[src/fba_pkg.sv]
// ============================================================================
// fba_pkg
// Shared types and codes of the file block allocator: item modes, result
// status codes, controller states and the controller/datapath interface.
// ============================================================================
package fba_pkg;

    // Field widths fixed by the item and result formats
    localparam int MODE_W   = 2;
    localparam int SIZE_W   = 10;
    localparam int ID_W     = 4;
    localparam int STATUS_W = 2;
    localparam int SLOT_O_W = 4;
    localparam int BLK_O_W  = 4;
    localparam int SIZE_MAX = 1023;

    // Item modes
    localparam logic [MODE_W-1:0] MODE_CREATE = 2'd0;
    localparam logic [MODE_W-1:0] MODE_DELETE = 2'd1;
    localparam logic [MODE_W-1:0] MODE_LIST   = 2'd2;

    // Result status codes
    localparam logic [STATUS_W-1:0] ST_OK         = 2'd0;
    localparam logic [STATUS_W-1:0] ST_NO_SPACE   = 2'd1;
    localparam logic [STATUS_W-1:0] ST_NO_SLOT    = 2'd2;
    localparam logic [STATUS_W-1:0] ST_NOT_IN_USE = 2'd3;

    // Controller states
    typedef enum logic [3:0] {
        S_IDLE,
        S_CR_CHECK,
        S_CR_SLOT,
        S_CR_ALLOC,
        S_FID_CHECK,
        S_CAP_CNT,
        S_RD_CHAIN,
        S_USE_CHAIN,
        S_DEL_DONE
    } fba_state_t;

    // Kind of result loaded into the output register
    typedef enum logic [2:0] {
        OUT_ALLOC,
        OUT_LIST,
        OUT_ERR_SPACE,
        OUT_ERR_SLOT,
        OUT_ERR_USE,
        OUT_DEL
    } fba_out_sel_t;

    // Commands from controller to datapath
    typedef struct packed {
        logic         in_ready;
        logic         init_scan;
        logic         next_slot;
        logic         init_walk;
        logic         alloc;
        logic         skip_block;
        logic         rd_cnt;
        logic         cap_cnt;
        logic         rd_chain;
        logic         free_blk;
        logic         clear_slot;
        logic         emit;
        fba_out_sel_t out_sel;
    } fba_cmd_t;

    // Status from datapath to controller
    typedef struct packed {
        logic [MODE_W-1:0] mode;
        logic              out_free;
        logic              space_ok;
        logic              slot_free;
        logic              slot_scan_end;
        logic              block_free;
        logic              alloc_last;
        logic              fid_ok;
        logic              walk_end;
    } fba_sts_t;

endpackage

[src/fba_ram.sv]
// ============================================================================
// fba_ram
// Generic simple dual-port RAM: one write port, one read port with
// registered read data that holds while no read is enabled.
// ============================================================================
module fba_ram #(
    parameter int WIDTH = 8,
    parameter int DEPTH = 16
) (
    input  logic                     clk,
    input  logic                     wr_en,
    input  logic [$clog2(DEPTH)-1:0] wr_addr,
    input  logic [WIDTH-1:0]         wr_data,
    input  logic                     rd_en,
    input  logic [$clog2(DEPTH)-1:0] rd_addr,
    output logic [WIDTH-1:0]         rd_data
);

    logic [WIDTH-1:0] mem [DEPTH];

    // Write and registered read
    always_ff @(posedge clk)
    begin
        if (wr_en)
        begin
            mem[wr_addr] <= wr_data;
        end
        if (rd_en)
        begin
            rd_data <= mem[rd_addr];
        end
    end

endmodule

[src/fba_ctrl.sv]
// ============================================================================
// fba_ctrl
// Controller of the file block allocator: sequences slot search, block
// allocation walk, chain read walk and result emission.
// ============================================================================
module fba_ctrl (
    input  logic                      clk,
    input  logic                      rst_n,
    input  logic                      in_valid,
    input  logic [fba_pkg::MODE_W-1:0] in_mode,
    input  fba_pkg::fba_sts_t         sts,
    output fba_pkg::fba_cmd_t         cmd
);
    import fba_pkg::*;

    fba_state_t state_reg;
    fba_state_t state_next;
    logic       in_fire;

    assign in_fire = in_valid && (state_reg == S_IDLE);

    // State register
    always_ff @(posedge clk or negedge rst_n)
    begin
        if (!rst_n)
        begin
            state_reg <= S_IDLE;
        end
        else
        begin
            state_reg <= state_next;
        end
    end

    // Next state
    always_comb
    begin
        state_next = state_reg;
        case (state_reg)
            S_IDLE:
            begin
                if (in_fire)
                begin
                    if (in_mode == MODE_CREATE)
                    begin
                        state_next = S_CR_CHECK;
                    end
                    else if (in_mode == MODE_DELETE || in_mode == MODE_LIST)
                    begin
                        state_next = S_FID_CHECK;
                    end
                end
            end
            S_CR_CHECK:
            begin
                if (sts.space_ok)
                begin
                    state_next = S_CR_SLOT;
                end
                else if (sts.out_free)
                begin
                    state_next = S_IDLE;
                end
            end
            S_CR_SLOT:
            begin
                if (sts.slot_free)
                begin
                    state_next = S_CR_ALLOC;
                end
                else if (sts.slot_scan_end && sts.out_free)
                begin
                    state_next = S_IDLE;
                end
            end
            S_CR_ALLOC:
            begin
                if (sts.block_free && sts.out_free && sts.alloc_last)
                begin
                    state_next = S_IDLE;
                end
            end
            S_FID_CHECK:
            begin
                if (sts.fid_ok)
                begin
                    state_next = S_CAP_CNT;
                end
                else if (sts.out_free)
                begin
                    state_next = S_IDLE;
                end
            end
            S_CAP_CNT:
            begin
                state_next = S_RD_CHAIN;
            end
            S_RD_CHAIN:
            begin
                state_next = S_USE_CHAIN;
            end
            S_USE_CHAIN:
            begin
                if (sts.mode == MODE_DELETE)
                begin
                    state_next = sts.walk_end ? S_DEL_DONE : S_RD_CHAIN;
                end
                else if (sts.out_free)
                begin
                    state_next = sts.walk_end ? S_IDLE : S_RD_CHAIN;
                end
            end
            S_DEL_DONE:
            begin
                if (sts.out_free)
                begin
                    state_next = S_IDLE;
                end
            end
            default:
            begin
                state_next = S_IDLE;
            end
        endcase
    end

    // Commands
    always_comb
    begin
        cmd         = '0;
        cmd.out_sel = OUT_ALLOC;
        case (state_reg)
            S_IDLE:
            begin
                cmd.in_ready  = 1'b1;
                cmd.init_scan = 1'b1;
            end
            S_CR_CHECK:
            begin
                if (!sts.space_ok && sts.out_free)
                begin
                    cmd.emit    = 1'b1;
                    cmd.out_sel = OUT_ERR_SPACE;
                end
            end
            S_CR_SLOT:
            begin
                if (sts.slot_free)
                begin
                    cmd.init_walk = 1'b1;
                end
                else if (sts.slot_scan_end)
                begin
                    if (sts.out_free)
                    begin
                        cmd.emit    = 1'b1;
                        cmd.out_sel = OUT_ERR_SLOT;
                    end
                end
                else
                begin
                    cmd.next_slot = 1'b1;
                end
            end
            S_CR_ALLOC:
            begin
                if (!sts.block_free)
                begin
                    cmd.skip_block = 1'b1;
                end
                else if (sts.out_free)
                begin
                    cmd.alloc   = 1'b1;
                    cmd.emit    = 1'b1;
                    cmd.out_sel = OUT_ALLOC;
                end
            end
            S_FID_CHECK:
            begin
                if (sts.fid_ok)
                begin
                    cmd.rd_cnt = 1'b1;
                end
                else if (sts.out_free)
                begin
                    cmd.emit    = 1'b1;
                    cmd.out_sel = OUT_ERR_USE;
                end
            end
            S_CAP_CNT:
            begin
                cmd.cap_cnt = 1'b1;
            end
            S_RD_CHAIN:
            begin
                cmd.rd_chain = 1'b1;
            end
            S_USE_CHAIN:
            begin
                if (sts.mode == MODE_DELETE)
                begin
                    cmd.free_blk = 1'b1;
                end
                else if (sts.out_free)
                begin
                    cmd.emit    = 1'b1;
                    cmd.out_sel = OUT_LIST;
                end
            end
            S_DEL_DONE:
            begin
                if (sts.out_free)
                begin
                    cmd.clear_slot = 1'b1;
                    cmd.emit       = 1'b1;
                    cmd.out_sel    = OUT_DEL;
                end
            end
            default:
            begin
                cmd = '0;
            end
        endcase
    end

endmodule

[src/fba_datapath.sv]
// ============================================================================
// fba_datapath
// Datapath of the file block allocator: item register, block and slot
// bitmaps, free block count, walk counters, chain and count memories and
// the output register.
// ============================================================================
module fba_datapath #(
    parameter int NUM_BLOCKS  = 16,
    parameter int FILE_SLOTS  = 16,
    parameter int BLOCK_BYTES = 50
) (
    input  logic                          clk,
    input  logic                          rst_n,
    input  logic                          in_valid,
    input  logic [fba_pkg::MODE_W-1:0]    in_mode,
    input  logic [fba_pkg::SIZE_W-1:0]    in_file_size,
    input  logic [fba_pkg::ID_W-1:0]      in_file_id,
    input  fba_pkg::fba_cmd_t             cmd,
    output fba_pkg::fba_sts_t             sts,
    input  logic                          out_ready,
    output logic                          out_valid,
    output logic [fba_pkg::STATUS_W-1:0]  out_status,
    output logic [fba_pkg::SLOT_O_W-1:0]  out_slot,
    output logic [fba_pkg::BLK_O_W-1:0]   out_block_index,
    output logic                          out_last
);
    import fba_pkg::*;

    localparam int IDX_W   = $clog2(NUM_BLOCKS);
    localparam int SLOT_W  = $clog2(FILE_SLOTS);
    localparam int CNT_W   = $clog2(NUM_BLOCKS + 1);
    localparam int BB_W    = $clog2(BLOCK_BYTES + 1);
    localparam int PROD_W  = CNT_W + BB_W;
    localparam int CMP_W   = (PROD_W > SIZE_W) ? PROD_W : SIZE_W;
    localparam int ACC_W   = $clog2(SIZE_MAX + BLOCK_BYTES + 1);
    localparam int CH_DEPTH = FILE_SLOTS * NUM_BLOCKS;
    localparam int ADDR_W  = $clog2(CH_DEPTH);

    // Item register
    logic [MODE_W-1:0]     mode_reg;
    logic [SIZE_W-1:0]     size_reg;
    logic [ID_W-1:0]       fid_reg;

    // Allocation state
    logic [NUM_BLOCKS-1:0] block_used_reg;
    logic [FILE_SLOTS-1:0] slot_used_reg;
    logic [CNT_W-1:0]      free_count_reg;

    // Walk counters
    logic [SLOT_W-1:0]     slot_reg;
    logic [IDX_W-1:0]      blk_reg;
    logic [CNT_W-1:0]      n_reg;
    logic [ACC_W-1:0]      acc_reg;
    logic [CNT_W-1:0]      j_reg;
    logic [CNT_W-1:0]      cnt_reg;

    // Output register
    logic                  out_valid_reg;
    logic [STATUS_W-1:0]   out_status_reg;
    logic [SLOT_O_W-1:0]   out_slot_reg;
    logic [BLK_O_W-1:0]    out_blk_reg;
    logic                  out_last_reg;

    logic                  in_fire;
    logic [SLOT_W-1:0]     fid_idx;
    logic                  fid_in_range;
    logic [CMP_W-1:0]      space_bytes;
    logic [ACC_W-1:0]      acc_step;
    logic [CNT_W-1:0]      n_inc;
    logic [CNT_W-1:0]      j_inc;
    logic [ADDR_W-1:0]     ch_wr_addr;
    logic [ADDR_W-1:0]     ch_rd_addr;
    logic [IDX_W-1:0]      ch_rd_data;
    logic [CNT_W-1:0]      cnt_rd_data;
    logic                  cnt_wr_en;
    logic                  free_hit;

    assign in_fire      = in_valid && cmd.in_ready;
    assign fid_idx      = SLOT_W'(fid_reg);
    assign fid_in_range = (int'(fid_reg) < FILE_SLOTS);
    assign space_bytes  = CMP_W'(free_count_reg) * CMP_W'(BLOCK_BYTES);
    assign acc_step     = acc_reg + ACC_W'(BLOCK_BYTES);
    assign n_inc        = n_reg + CNT_W'(1);
    assign j_inc        = j_reg + CNT_W'(1);
    assign free_hit     = block_used_reg[ch_rd_data];
    assign cnt_wr_en    = cmd.alloc && sts.alloc_last;

    // Chain addresses: slot row times blocks per row plus position
    assign ch_wr_addr = ADDR_W'(slot_reg) * ADDR_W'(NUM_BLOCKS) + ADDR_W'(n_reg);
    assign ch_rd_addr = ADDR_W'(fid_idx) * ADDR_W'(NUM_BLOCKS)
                        + ADDR_W'(j_reg[IDX_W-1:0]);

    // Status toward the controller
    always_comb
    begin
        sts               = '0;
        sts.mode          = mode_reg;
        sts.out_free      = !out_valid_reg || out_ready;
        sts.space_ok      = (free_count_reg != '0)
                            && (CMP_W'(size_reg) <= space_bytes);
        sts.slot_free     = !slot_used_reg[slot_reg];
        sts.slot_scan_end = (int'(slot_reg) == FILE_SLOTS - 1);
        sts.block_free    = !block_used_reg[blk_reg];
        sts.alloc_last    = (acc_step >= ACC_W'(size_reg));
        sts.fid_ok        = fid_in_range && slot_used_reg[fid_idx];
        sts.walk_end      = (j_inc == cnt_reg);
    end

    // Latch accepted item
    always_ff @(posedge clk)
    begin
        if (in_fire)
        begin
            mode_reg <= in_mode;
            size_reg <= in_file_size;
            fid_reg  <= in_file_id;
        end
    end

    // Bitmaps and free count
    always_ff @(posedge clk or negedge rst_n)
    begin
        if (!rst_n)
        begin
            block_used_reg <= '0;
            slot_used_reg  <= '0;
            free_count_reg <= CNT_W'(NUM_BLOCKS);
        end
        else
        begin
            if (cmd.alloc)
            begin
                block_used_reg[blk_reg] <= 1'b1;
                free_count_reg          <= free_count_reg - CNT_W'(1);
                if (sts.alloc_last)
                begin
                    slot_used_reg[slot_reg] <= 1'b1;
                end
            end
            else if (cmd.free_blk && free_hit)
            begin
                block_used_reg[ch_rd_data] <= 1'b0;
                free_count_reg             <= free_count_reg + CNT_W'(1);
            end
            if (cmd.clear_slot)
            begin
                slot_used_reg[fid_idx] <= 1'b0;
            end
        end
    end

    // Walk counters
    always_ff @(posedge clk)
    begin
        if (cmd.init_scan)
        begin
            slot_reg <= '0;
        end
        else if (cmd.next_slot)
        begin
            slot_reg <= slot_reg + SLOT_W'(1);
        end

        if (cmd.init_walk)
        begin
            blk_reg <= '0;
            n_reg   <= '0;
            acc_reg <= '0;
        end
        else if (cmd.alloc)
        begin
            blk_reg <= blk_reg + IDX_W'(1);
            n_reg   <= n_inc;
            acc_reg <= acc_step;
        end
        else if (cmd.skip_block)
        begin
            blk_reg <= blk_reg + IDX_W'(1);
        end

        if (cmd.cap_cnt)
        begin
            cnt_reg <= cnt_rd_data;
            j_reg   <= '0;
        end
        else if (cmd.free_blk || (cmd.emit && cmd.out_sel == OUT_LIST))
        begin
            j_reg <= j_inc;
        end
    end

    // Block chain of every slot
    fba_ram #(
        .WIDTH (IDX_W),
        .DEPTH (CH_DEPTH)
    ) u_chain_ram (
        .clk     (clk),
        .wr_en   (cmd.alloc),
        .wr_addr (ch_wr_addr),
        .wr_data (blk_reg),
        .rd_en   (cmd.rd_chain),
        .rd_addr (ch_rd_addr),
        .rd_data (ch_rd_data)
    );

    // Chain length of every slot
    fba_ram #(
        .WIDTH (CNT_W),
        .DEPTH (FILE_SLOTS)
    ) u_count_ram (
        .clk     (clk),
        .wr_en   (cnt_wr_en),
        .wr_addr (slot_reg),
        .wr_data (n_inc),
        .rd_en   (cmd.rd_cnt),
        .rd_addr (fid_idx),
        .rd_data (cnt_rd_data)
    );

    // Output valid: set on load, drop on transfer
    always_ff @(posedge clk or negedge rst_n)
    begin
        if (!rst_n)
        begin
            out_valid_reg <= 1'b0;
        end
        else if (cmd.emit)
        begin
            out_valid_reg <= 1'b1;
        end
        else if (out_ready)
        begin
            out_valid_reg <= 1'b0;
        end
    end

    // Output payload
    always_ff @(posedge clk)
    begin
        if (cmd.emit)
        begin
            case (cmd.out_sel)
                OUT_ALLOC:
                begin
                    out_status_reg <= ST_OK;
                    out_slot_reg   <= SLOT_O_W'(slot_reg);
                    out_blk_reg    <= BLK_O_W'(blk_reg);
                    out_last_reg   <= sts.alloc_last;
                end
                OUT_LIST:
                begin
                    out_status_reg <= ST_OK;
                    out_slot_reg   <= fid_reg;
                    out_blk_reg    <= BLK_O_W'(ch_rd_data);
                    out_last_reg   <= sts.walk_end;
                end
                OUT_ERR_SPACE:
                begin
                    out_status_reg <= ST_NO_SPACE;
                    out_slot_reg   <= '0;
                    out_blk_reg    <= '0;
                    out_last_reg   <= 1'b1;
                end
                OUT_ERR_SLOT:
                begin
                    out_status_reg <= ST_NO_SLOT;
                    out_slot_reg   <= '0;
                    out_blk_reg    <= '0;
                    out_last_reg   <= 1'b1;
                end
                OUT_ERR_USE:
                begin
                    out_status_reg <= ST_NOT_IN_USE;
                    out_slot_reg   <= fid_reg;
                    out_blk_reg    <= '0;
                    out_last_reg   <= 1'b1;
                end
                OUT_DEL:
                begin
                    out_status_reg <= ST_OK;
                    out_slot_reg   <= fid_reg;
                    out_blk_reg    <= '0;
                    out_last_reg   <= 1'b1;
                end
                default:
                begin
                    out_status_reg <= ST_OK;
                    out_slot_reg   <= '0;
                    out_blk_reg    <= '0;
                    out_last_reg   <= 1'b1;
                end
            endcase
        end
    end

    assign out_valid       = out_valid_reg;
    assign out_status      = out_status_reg;
    assign out_slot        = out_slot_reg;
    assign out_block_index = out_blk_reg;
    assign out_last        = out_last_reg;

endmodule

[src/file_block_allocator.sv]
// ============================================================================
// file_block_allocator
// File allocation table over a pool of fixed-size blocks with first-fit
// block allocation, per-slot chains, delete and list.
// ============================================================================
// Usage:
//   Items arrive on the s_axis channel (mode, file_size, file_id) and are
//   taken one at a time; s_axis_tready is high only while the block is idle.
//   Results leave on the m_axis channel, one transfer per allocated or listed
//   block, or a single transfer for a delete or an error; m_axis_tlast marks
//   the final result of each item. A mode-3 item gives no result.
//   Steps: after the idle state takes the item, a create does the space check,
//   then examines slots in order (up to FILE_SLOTS) and then blocks in order
//   (up to NUM_BLOCKS). Delete and list check the slot and read the count,
//   then take each chain entry with one chain memory read and one use,
//   and a delete ends with a separate step for its result. The block bitmap
//   walk and the single read port of the chain memory set this order.
//   The output register lets the next item be taken while the final result
//   still waits; when the receiver stalls, the create and list walks hold on the
//   pending result. Reset frees all blocks and slots at once; the chain and count
//   memories need no clearing pass.
// ============================================================================
module file_block_allocator #(
    parameter int NUM_BLOCKS  = 16,
    parameter int FILE_SLOTS  = 16,
    parameter int BLOCK_BYTES = 50
) (
    input  logic        clk,
    input  logic        rst_n,
    input  logic        s_axis_tvalid,
    output logic        s_axis_tready,
    input  logic [15:0] s_axis_tdata,   // mode[1:0], file_size[11:2], file_id[15:12]
    output logic        m_axis_tvalid,
    input  logic        m_axis_tready,
    output logic [15:0] m_axis_tdata,   // status[1:0], slot[5:2], block_index[9:6], 0
    output logic        m_axis_tlast
);
    import fba_pkg::*;

    fba_cmd_t              cmd;
    fba_sts_t              sts;
    logic [MODE_W-1:0]     in_mode;
    logic [SIZE_W-1:0]     in_file_size;
    logic [ID_W-1:0]       in_file_id;
    logic [STATUS_W-1:0]   out_status;
    logic [SLOT_O_W-1:0]   out_slot;
    logic [BLK_O_W-1:0]    out_block_index;

    // Unpack input fields
    assign in_mode      = s_axis_tdata[1:0];
    assign in_file_size = s_axis_tdata[11:2];
    assign in_file_id   = s_axis_tdata[15:12];

    fba_ctrl u_ctrl (
        .clk      (clk),
        .rst_n    (rst_n),
        .in_valid (s_axis_tvalid),
        .in_mode  (in_mode),
        .sts      (sts),
        .cmd      (cmd)
    );

    fba_datapath #(
        .NUM_BLOCKS  (NUM_BLOCKS),
        .FILE_SLOTS  (FILE_SLOTS),
        .BLOCK_BYTES (BLOCK_BYTES)
    ) u_datapath (
        .clk             (clk),
        .rst_n           (rst_n),
        .in_valid        (s_axis_tvalid),
        .in_mode         (in_mode),
        .in_file_size    (in_file_size),
        .in_file_id      (in_file_id),
        .cmd             (cmd),
        .sts             (sts),
        .out_ready       (m_axis_tready),
        .out_valid       (m_axis_tvalid),
        .out_status      (out_status),
        .out_slot        (out_slot),
        .out_block_index (out_block_index),
        .out_last        (m_axis_tlast)
    );

    // Pack result fields
    assign s_axis_tready = cmd.in_ready;
    assign m_axis_tdata  = {6'd0, out_block_index, out_slot, out_status};

endmodule

[config.mk]
export PLATFORM = sky130hd
export DESIGN_NAME = file_block_allocator
export DESIGN_NICKNAME = d
export VERILOG_FILES = /design/src/fba_pkg.sv /design/src/fba_ram.sv /design/src/fba_ctrl.sv /design/src/fba_datapath.sv /design/src/file_block_allocator.sv
export SDC_FILE = /design/constraint.sdc
export NUM_CORES = 1
export LEC_CHECK = 0
export ABC_AREA = 1
export BUFFER_PORTS_ARGS = -buffer_cell sky130_fd_sc_hd__buf_2
export CORE_ASPECT_RATIO = 1.75
export CORE_MARGIN = 3
export CORE_UTILIZATION = 50
export CTS_BUF_LIST = sky130_fd_sc_hd__clkbuf_4
export DETAILED_ROUTE_END_ITERATION = 10
export MAX_ROUTING_LAYER = met4
export PLACE_DENSITY = 0.66
export SYNTH_ARGS = -nofsm -noshare
export SYNTH_HDL_FRONTEND = slang
export SYNTH_SLANG_ARGS = --single-unit
[constraint.sdc]
create_clock -name clk -period 8.2 [get_ports clk]
set_clock_uncertainty 0.15 [all_clocks]
set_input_delay 2.46 -clock clk [delete_from_list [all_inputs] [get_ports clk]]
set_output_delay 2.46 -clock clk [all_outputs]
set_load 0.05 [all_outputs]
==> run summary, run 1 <==
outcome - complete, no violations
htree depth - 5
Max Freq - 191.6 MHz
Most used DFF post-synth - edfxtp_1
first-pass GRT wire length - 206.8 mm
Max stage delay on crit path - 0.45 ns
critical path launch point type - flip-flop
met1 usage - 0.2686
Die ar. - 0.1083 mm^2
DR iter-0 viols - 2986
core area - 0.1034 mm^2
Worst setup startpoint - u_ctrl.state_reg[1]$_DFFE_PN0P_
cts hold-fix bufs - 0
most flop-heavy register - u_datapath.u_chain_ram.mem
GRT met3 Usage - 0.04221
leakage power - 20.16 nW
Power Density - 304.6 mW/mm^2
most common cell after layout, fill and taps aside - nor2_1
Die Wd - 250.1 um
Resize count post-CTS - 0
crit path to - s_axis_tready
largest registers - u_datapath.u_chain_ram.mem x1024, u_datapath.u_count_ram.mem x80
Worst R2R Setup Slack - 3.54 ns
GR peak layer - met2
nets@finish - 4938
WS Path Type - flip-flop to output pin
most frequent CP cell - nor2_1
number of global-route vias before repair - 37.10k
setup TNS - 0 ns
Max clock buf depth - 4
grt total ovfl - 0
clock sink total - 1215
final setup fails - 0
Unique masters post-synth - 40
Worst-path clk slew - 0.07 ns
Slowest cell on crit path - dfrtp_1
Placer Congestion - 0.9335
routed vias - 36.29k
reg2reg start - u_datapath.j_reg[0]$_SDFFE_PP0P_
Fin. Hold Viols - 0
Hold WC Path Type - flip-flop to flip-flop
total CTS buffers - 276
vias per std cell - 5.678
drt pass-1 iters - 6
CTS tree - yes
R2R depth - 13
DRC viols - 0
clk_lat worst skew - 1.19 ns
max-slew violations - 0
Synth-to-Final Area Change - 8.373%
maximum number of pins on one net before global-route repair - 217
cells after synthesis - 4776
async set-or-reset flop fraction in the synthesized netlist - 0.03457
std cell rows - 156
Final Critical Period - 5.220 ns
syn avg cell area - 10.92 um^2
layout cells sized above 1 - 0.1000
Top delay family on crit path - simple AND/OR/NAND/NOR gates
Power, Total - 17.21 mW
RSZ-0062 raised after global routing - false
Initial Util - 0.5040
Worst-Margin Slew - 1.198 ns
mapped cell area - 0.05214 mm^2
num ports - 39
Clock Tree Root - clkbuf_4
HPWL after detailed placement - 83.53 mm
initial antenna violation count - 2
reg2reg end - u_datapath.u_chain_ram.rd_data[1]$_DFFE_PN_
Synth Warn # - 0
GRT Resource Usage Total - 0.2625
CP arrival - 2.61 ns
# Max-Cap Violations - 0
PortBufs - 32
crit path capture type - output pin
wire per inst - 21.88 um
met2 usage - 0.4601
number of synthesized flops with an enable pin - 1145
worst path cell trace - nor2_1 > inv_1 > nor2_1 > buf_2
sequential share of the synthesized area - 0.6904
Die Y - 433.2 um
Worst Path Max Fanout - 7
Crit path depth - 4
fin crit share - 0.6366
Final ANT Viol Nets - 0
flops & latches, synth - 1215
Max-slew headroom - 0.2002
Largest register FFs - 1024
maximum vdd drop - 292.2 uV
Worst Path Required - 5.59 ns
setup repair bufs after CTS - 0
commonest cells after routing, fill and taps aside - nor2_1, edfxtp_1, nand2_1, o21ai_0, clkbuf_4
WL final - 139.8 mm
WP buf/inv - 2
[cell families after synthesis]
group                      share of synthesized area
DFF                                           0.6904
AOI/OAI and AO/OA                            0.09242
xor gates and xnor gates                    0.003864
and+or+nand+nor                               0.1596
buffers and inverters                        0.03943
other                                     0.00007193
adders and majority gates                    0.01421
[per-layer routing]
metal  wire length, um  part of all wire
met5                 0                 0
met4              9885             0.071
met3              8211             0.059
met2             72800              0.52
met1             48920              0.35
[cell usage after synthesis (all sizes together), types with 3 or more instances]
library cell | count | share of area
buf | 118 | 0.011
nor3b | 3 | 0.00043
xnor2 | 7 | 0.0012
dfxtp | 28 | 0.011
o211ai | 127 | 0.018
a22oi | 42 | 0.0060
nor3 | 19 | 0.0023
a211oi | 3 | 0.00043
nor2 | 1198 | 0.086
dfrtp | 41 | 0.020
o22ai | 3 | 0.00036
nand3 | 268 | 0.026
o221ai | 5 | 0.00084
o21ai | 575 | 0.055
inv | 225 | 0.016
clkbuf | 165 | 0.012
clkinv | 3 | 0.00022
or4 | 5 | 0.00072
nand4 | 7 | 0.00084
nand2 | 595 | 0.043
a21oi | 111 | 0.011
ha | 56 | 0.013
edfxtp | 1145 | 0.66
xor2 | 16 | 0.0027
[cell type report]
class	count	area, um^2
Antenna cell	9	22.52
Clock buffer	371	2785
Clock inverter	86	400.4
Fill cell	8950	46950
Inverter	228	873.3
Multi-Input combinational cell	3055	14140
Sequential cell	1215	36020
Tap cell	1343	1680
Timing Repair Buffer	84	575.6
[where the power goes]
part           leakage, nW  switching (mW)  internal (mW)
clock network         1.92            2.25           2.17
registers             11.1           0.258           7.58
logic                 7.13            3.77           1.19
[worst min-delay path by stage]
| stage | cells after the start | slack, ns | start | to |
|---|---|---|---|---|
| after detailed placement | 0 | 0.26 | u_datapath.u_count_ram.rd_data[4]$_DFFE_PP_ | u_datapath.cnt_reg[4]$_DFFE_PP_ |
| after global placement | 0 | 0.25 | u_datapath.u_count_ram.rd_data[1]$_DFFE_PP_ | u_datapath.cnt_reg[1]$_DFFE_PP_ |
| final | 0 | 0.27 | u_datapath.u_count_ram.rd_data[0]$_DFFE_PP_ | u_datapath.cnt_reg[0]$_DFFE_PP_ |
| after floorplan | 0 | 0.25 | u_datapath.u_count_ram.rd_data[0]$_DFFE_PP_ | u_datapath.cnt_reg[0]$_DFFE_PP_ |
| after CTS | 0 | 0.27 | u_datapath.u_count_ram.rd_data[0]$_DFFE_PP_ | u_datapath.cnt_reg[0]$_DFFE_PP_ |
| after global routing | 0 | 0.29 | u_datapath.u_count_ram.rd_data[0]$_DFFE_PP_ | u_datapath.cnt_reg[0]$_DFFE_PP_ |
[worst register-to-register path, stage by stage, from the launching register on]
cell and delay (ns):
dfxtp_4 0.93, buf_4 0.91, buf_4 0.89, nand2_1 0.21, a21oi_1 0.22, o21ai_0 0.13
nand3_1 0.13, nand2_1 0.10, nand2_1 0.16, nand2_1 0.08, nor2_1 0.16, nor2_1 0.06
nor2_1 0.11, nand2_1 0.14
[per-stage QoR]
step / worst slack (ns) / hold WS [ns] / utilization / std cells / area [um^2]
after floorplan: 1.656 / 0.2503 / - / 4781 / 52160
after global placement: 2.812 / 0.2539 / 0.5152 / 5925 / 53290
after detailed placement: 2.747 / 0.2570 / 0.5152 / 5925 / 53290
after CTS: 2.894 / 0.2743 / 0.5460 / 6382 / 56480
after global routing: 2.744 / 0.2867 / 0.5462 / 6391 / 56500
final: 2.980 / 0.2653 / 0.5462 / 6391 / 56500
Note: power is estimated with default switching activity, not from simulation.
==> run 2, diff against run 1 <==
Clock period 8.2 ns to 5 ns, I/O delays scaled along.
==> run 2 against run 1 <==
Compared with the run above:
- cell count rose by 0.27%
- sequential share of layout area shrank 0.31 points
- setup slack worse by 2.4 ns
- routed wire length rose by 0.98%
- first-iteration DRC count is 3.3% higher
- via count increased by 0.25%
- critical path type is now flip-flop to flip-flop
- largest power group unchanged
==> run summary, run 2 (synthesis results as in run 1) <==
placed cells - 5932 (+0.12%)
Die ar. - 0.1083 mm^2 (unchanged)
Multi-input gate area - 0.01415 mm^2 (about the same)
Placer Congestion - 0.9485 (+1.6%)
wire per inst - 22.03 um (+0.71%)
# Max-Cap Violations - 0 (unchanged)
DR iter-0 viols - 3085 (+3.3%)
Power Density - 501.2 mW/mm^2 (+65%)
max-slew violations - 0 (unchanged)
Final ANT Viol Nets - 0 (unchanged)
clk_lat worst skew - 1.20 ns (about the same)
Filler cells - 8956 (+0.067%)
critical path launch point type - flip-flop
Die Wd - 250.1 um (unchanged)
std cell rows - 156 (unchanged)
drt pass-1 iters - 8 (+2)
CTS tree - yes
Worst-path clk slew - 0.07 ns (about the same)
placed cell area - 0.05351 mm^2 (+0.39%)
grt total ovfl - 0 (unchanged)
layout cells sized above 1 - 0.1018 (+0.001779)
reg2reg start - u_datapath.free_count_reg[0]$_DFFE_PN0P_
crit path capture type - flip-flop
Initial Util - 0.5040 (unchanged)
PortBufs - 32 (unchanged)
Fin. Hold Viols - 0 (unchanged)
maximum vdd drop - 466.9 uV (+60%)
largest registers - u_datapath.u_chain_ram.mem x1024, u_datapath.u_count_ram.mem x80
clock sink total - 1215 (unchanged)
fin crit share - 0.8795
routed vias - 36.38k (+0.25%)
WL final - 141.2 mm (+0.98%)
num ports - 39 (unchanged)
wl on met1 - 48.28 mm (-1.3%)
routed length on met3 - 8.503 mm (+3.6%)
leakage power - 20.28 nW (+0.61%)
commonest cells after routing, fill and taps aside - nor2_1, edfxtp_1, nand2_1, o21ai_0, clkbuf_4
Synth-to-Final Area Change - 8.901%
initial antenna violation count - 2 (unchanged)
vias per std cell - 5.677 (about the same)
setup repair bufs after CTS - 0 (unchanged)
Worst Path Max Fanout - 11 (+4)
HPWL after detailed placement - 85.89 mm (+2.8%)
GRT Resource Usage Total - 0.2662 (+0.003714)
final non-filler cell total - 6408 (+0.27%)
Die Y - 433.2 um (unchanged)
number of global-route vias before repair - 36.86k (-0.64%)
first-pass GRT wire length - 210.0 mm (+1.6%)
DRC viols - 0 (unchanged)
nets@finish - 4948 (+0.20%)
final setup fails - 0 (unchanged)
cell area after layout - 0.05678 mm^2 (+0.49%)
Largest register FFs - 1024 (unchanged)
Max Freq - 227.4 MHz
WS Path Type - flip-flop to flip-flop
maximum number of pins on one net before global-route repair - 188 (-13%)
register area - 0.03602 mm^2 (unchanged)
setup TNS - 0 ns (unchanged)
most flop-heavy register - u_datapath.u_chain_ram.mem
core area - 0.1034 mm^2 (unchanged)
Max clock buf depth - 4 (unchanged)
Final Critical Period - 4.397 ns
Worst Path Required - 5.63 ns (+0.04 ns)
Hold WC Path Type - flip-flop to flip-flop
CP arrival - 5.02 ns (+2.41 ns)
max layer used - met4
cts hold-fix bufs - 0 (unchanged)
outcome - complete, no violations
Worst setup startpoint - u_datapath.free_count_reg[0]$_DFFE_PN0P_
RSZ-0062 raised after global routing - false
Worst-Margin Slew - 1.268 ns (+0.07008 ns)
hold_sp - u_datapath.u_count_ram.rd_data[2]$_DFFE_PP_
htree depth - 5 (unchanged)
Clock Tree Root - clkbuf_4
total CTS buffers - 279 (+1.1%)
most common cell after layout, fill and taps aside - nor2_1
Resize count post-CTS - 0 (unchanged)
met2 wire length - 75.50 mm (+3.7%)
Max-slew headroom - 0.1543 (-0.04584)
[run 2: cell types whose count changed in the layout (fill, tap and decap cells not counted), sizes merged]
cell / before / now
clkbuf: 371 / 360
clkinv: 86 / 106
diode: 9 / 6
buf: 84 / 91
inv: 226 / 228
bufinv: 2 / 4
[run 2: metal layers]
metal | track usage | vias to the layer above
met3 | 0.04485 | 448
met2 | 0.4756 | 1554
met4 | 0.1628 | 0
met1 | 0.2721 | 17450
met5 | - | -
li1 | - | 16930
[run 2: stage by stage]
stage	hold WS, ns	setup WS, ns	total power [mW]	utilization
6_report	0.2580	0.6026	28.46	0.5489
5_1_grt	0.2110	0.2524	29.93	0.5489
4_1_cts	0.2023	0.5712	28.60	0.5487
3_5_place_dp	0.2590	0.5882	21.30	0.5172
3_3_place_gp	0.2523	0.6181	21.28	0.5172
2_1_floorplan	0.2503	0.2889	18.11	-
[run 2: power breakdown]
group | switching (mW) | internal (mW) | total (mW) | leakage, nW
logic | 6.27 | 2.02 | 8.29 | 7.21
clock network | 3.75 | 3.60 | 7.35 | 1.96
registers | 0.399 | 12.4 | 12.8 | 11.1
[run 2: cell type report]
class	instances	area share
flip-flops and latches	1215	0.6345
clock inverters	110	0.009784
repair buffers	91	0.01371
multi-input cells	3055	0.2492
well taps	1343	0.02960
inverters	228	0.01538
clock buffers	360	0.04760
diodes	6	0.0002644
[run 2: worst max-delay path: stages (launching register included)]
cell     delay (ns)
dfrtp_1        0.46
inv_1          0.11
ha_1           0.32
ha_1           0.28
ha_1           0.21
fa_1           0.47
a31o_2         0.23
xnor2_1        0.12
ha_1           0.29
nand2_1        0.05
nor3b_1        0.17
nand3_1        0.10
nand2_1        0.08
nor2_1         0.04
nand2_1        0.06
nand2_1        0.16
nand2_1        0.16
nand2_1        0.09
inv_1          0.09
nand3_1        0.37
[run 2: final timing paths]
path	endpoint	slack [ns]	cells past startpoint
worst min-delay path	u_datapath.cnt_reg[2]$_DFFE_PP_	0.26	0
max in group asynchronous	u_datapath.slot_used_reg[4]$_DFF_PN0_	3.62	1
worst min register to register	u_datapath.cnt_reg[2]$_DFFE_PP_	0.26	0
worst max register to register	u_datapath.out_block_index[1]$_DFFE_PP_	0.60	19
worst max-delay path	u_datapath.out_block_index[1]$_DFFE_PP_	0.60	19
min in group asynchronous	u_datapath.block_used_reg[6]$_DFFE_PN0P_	0.35	1
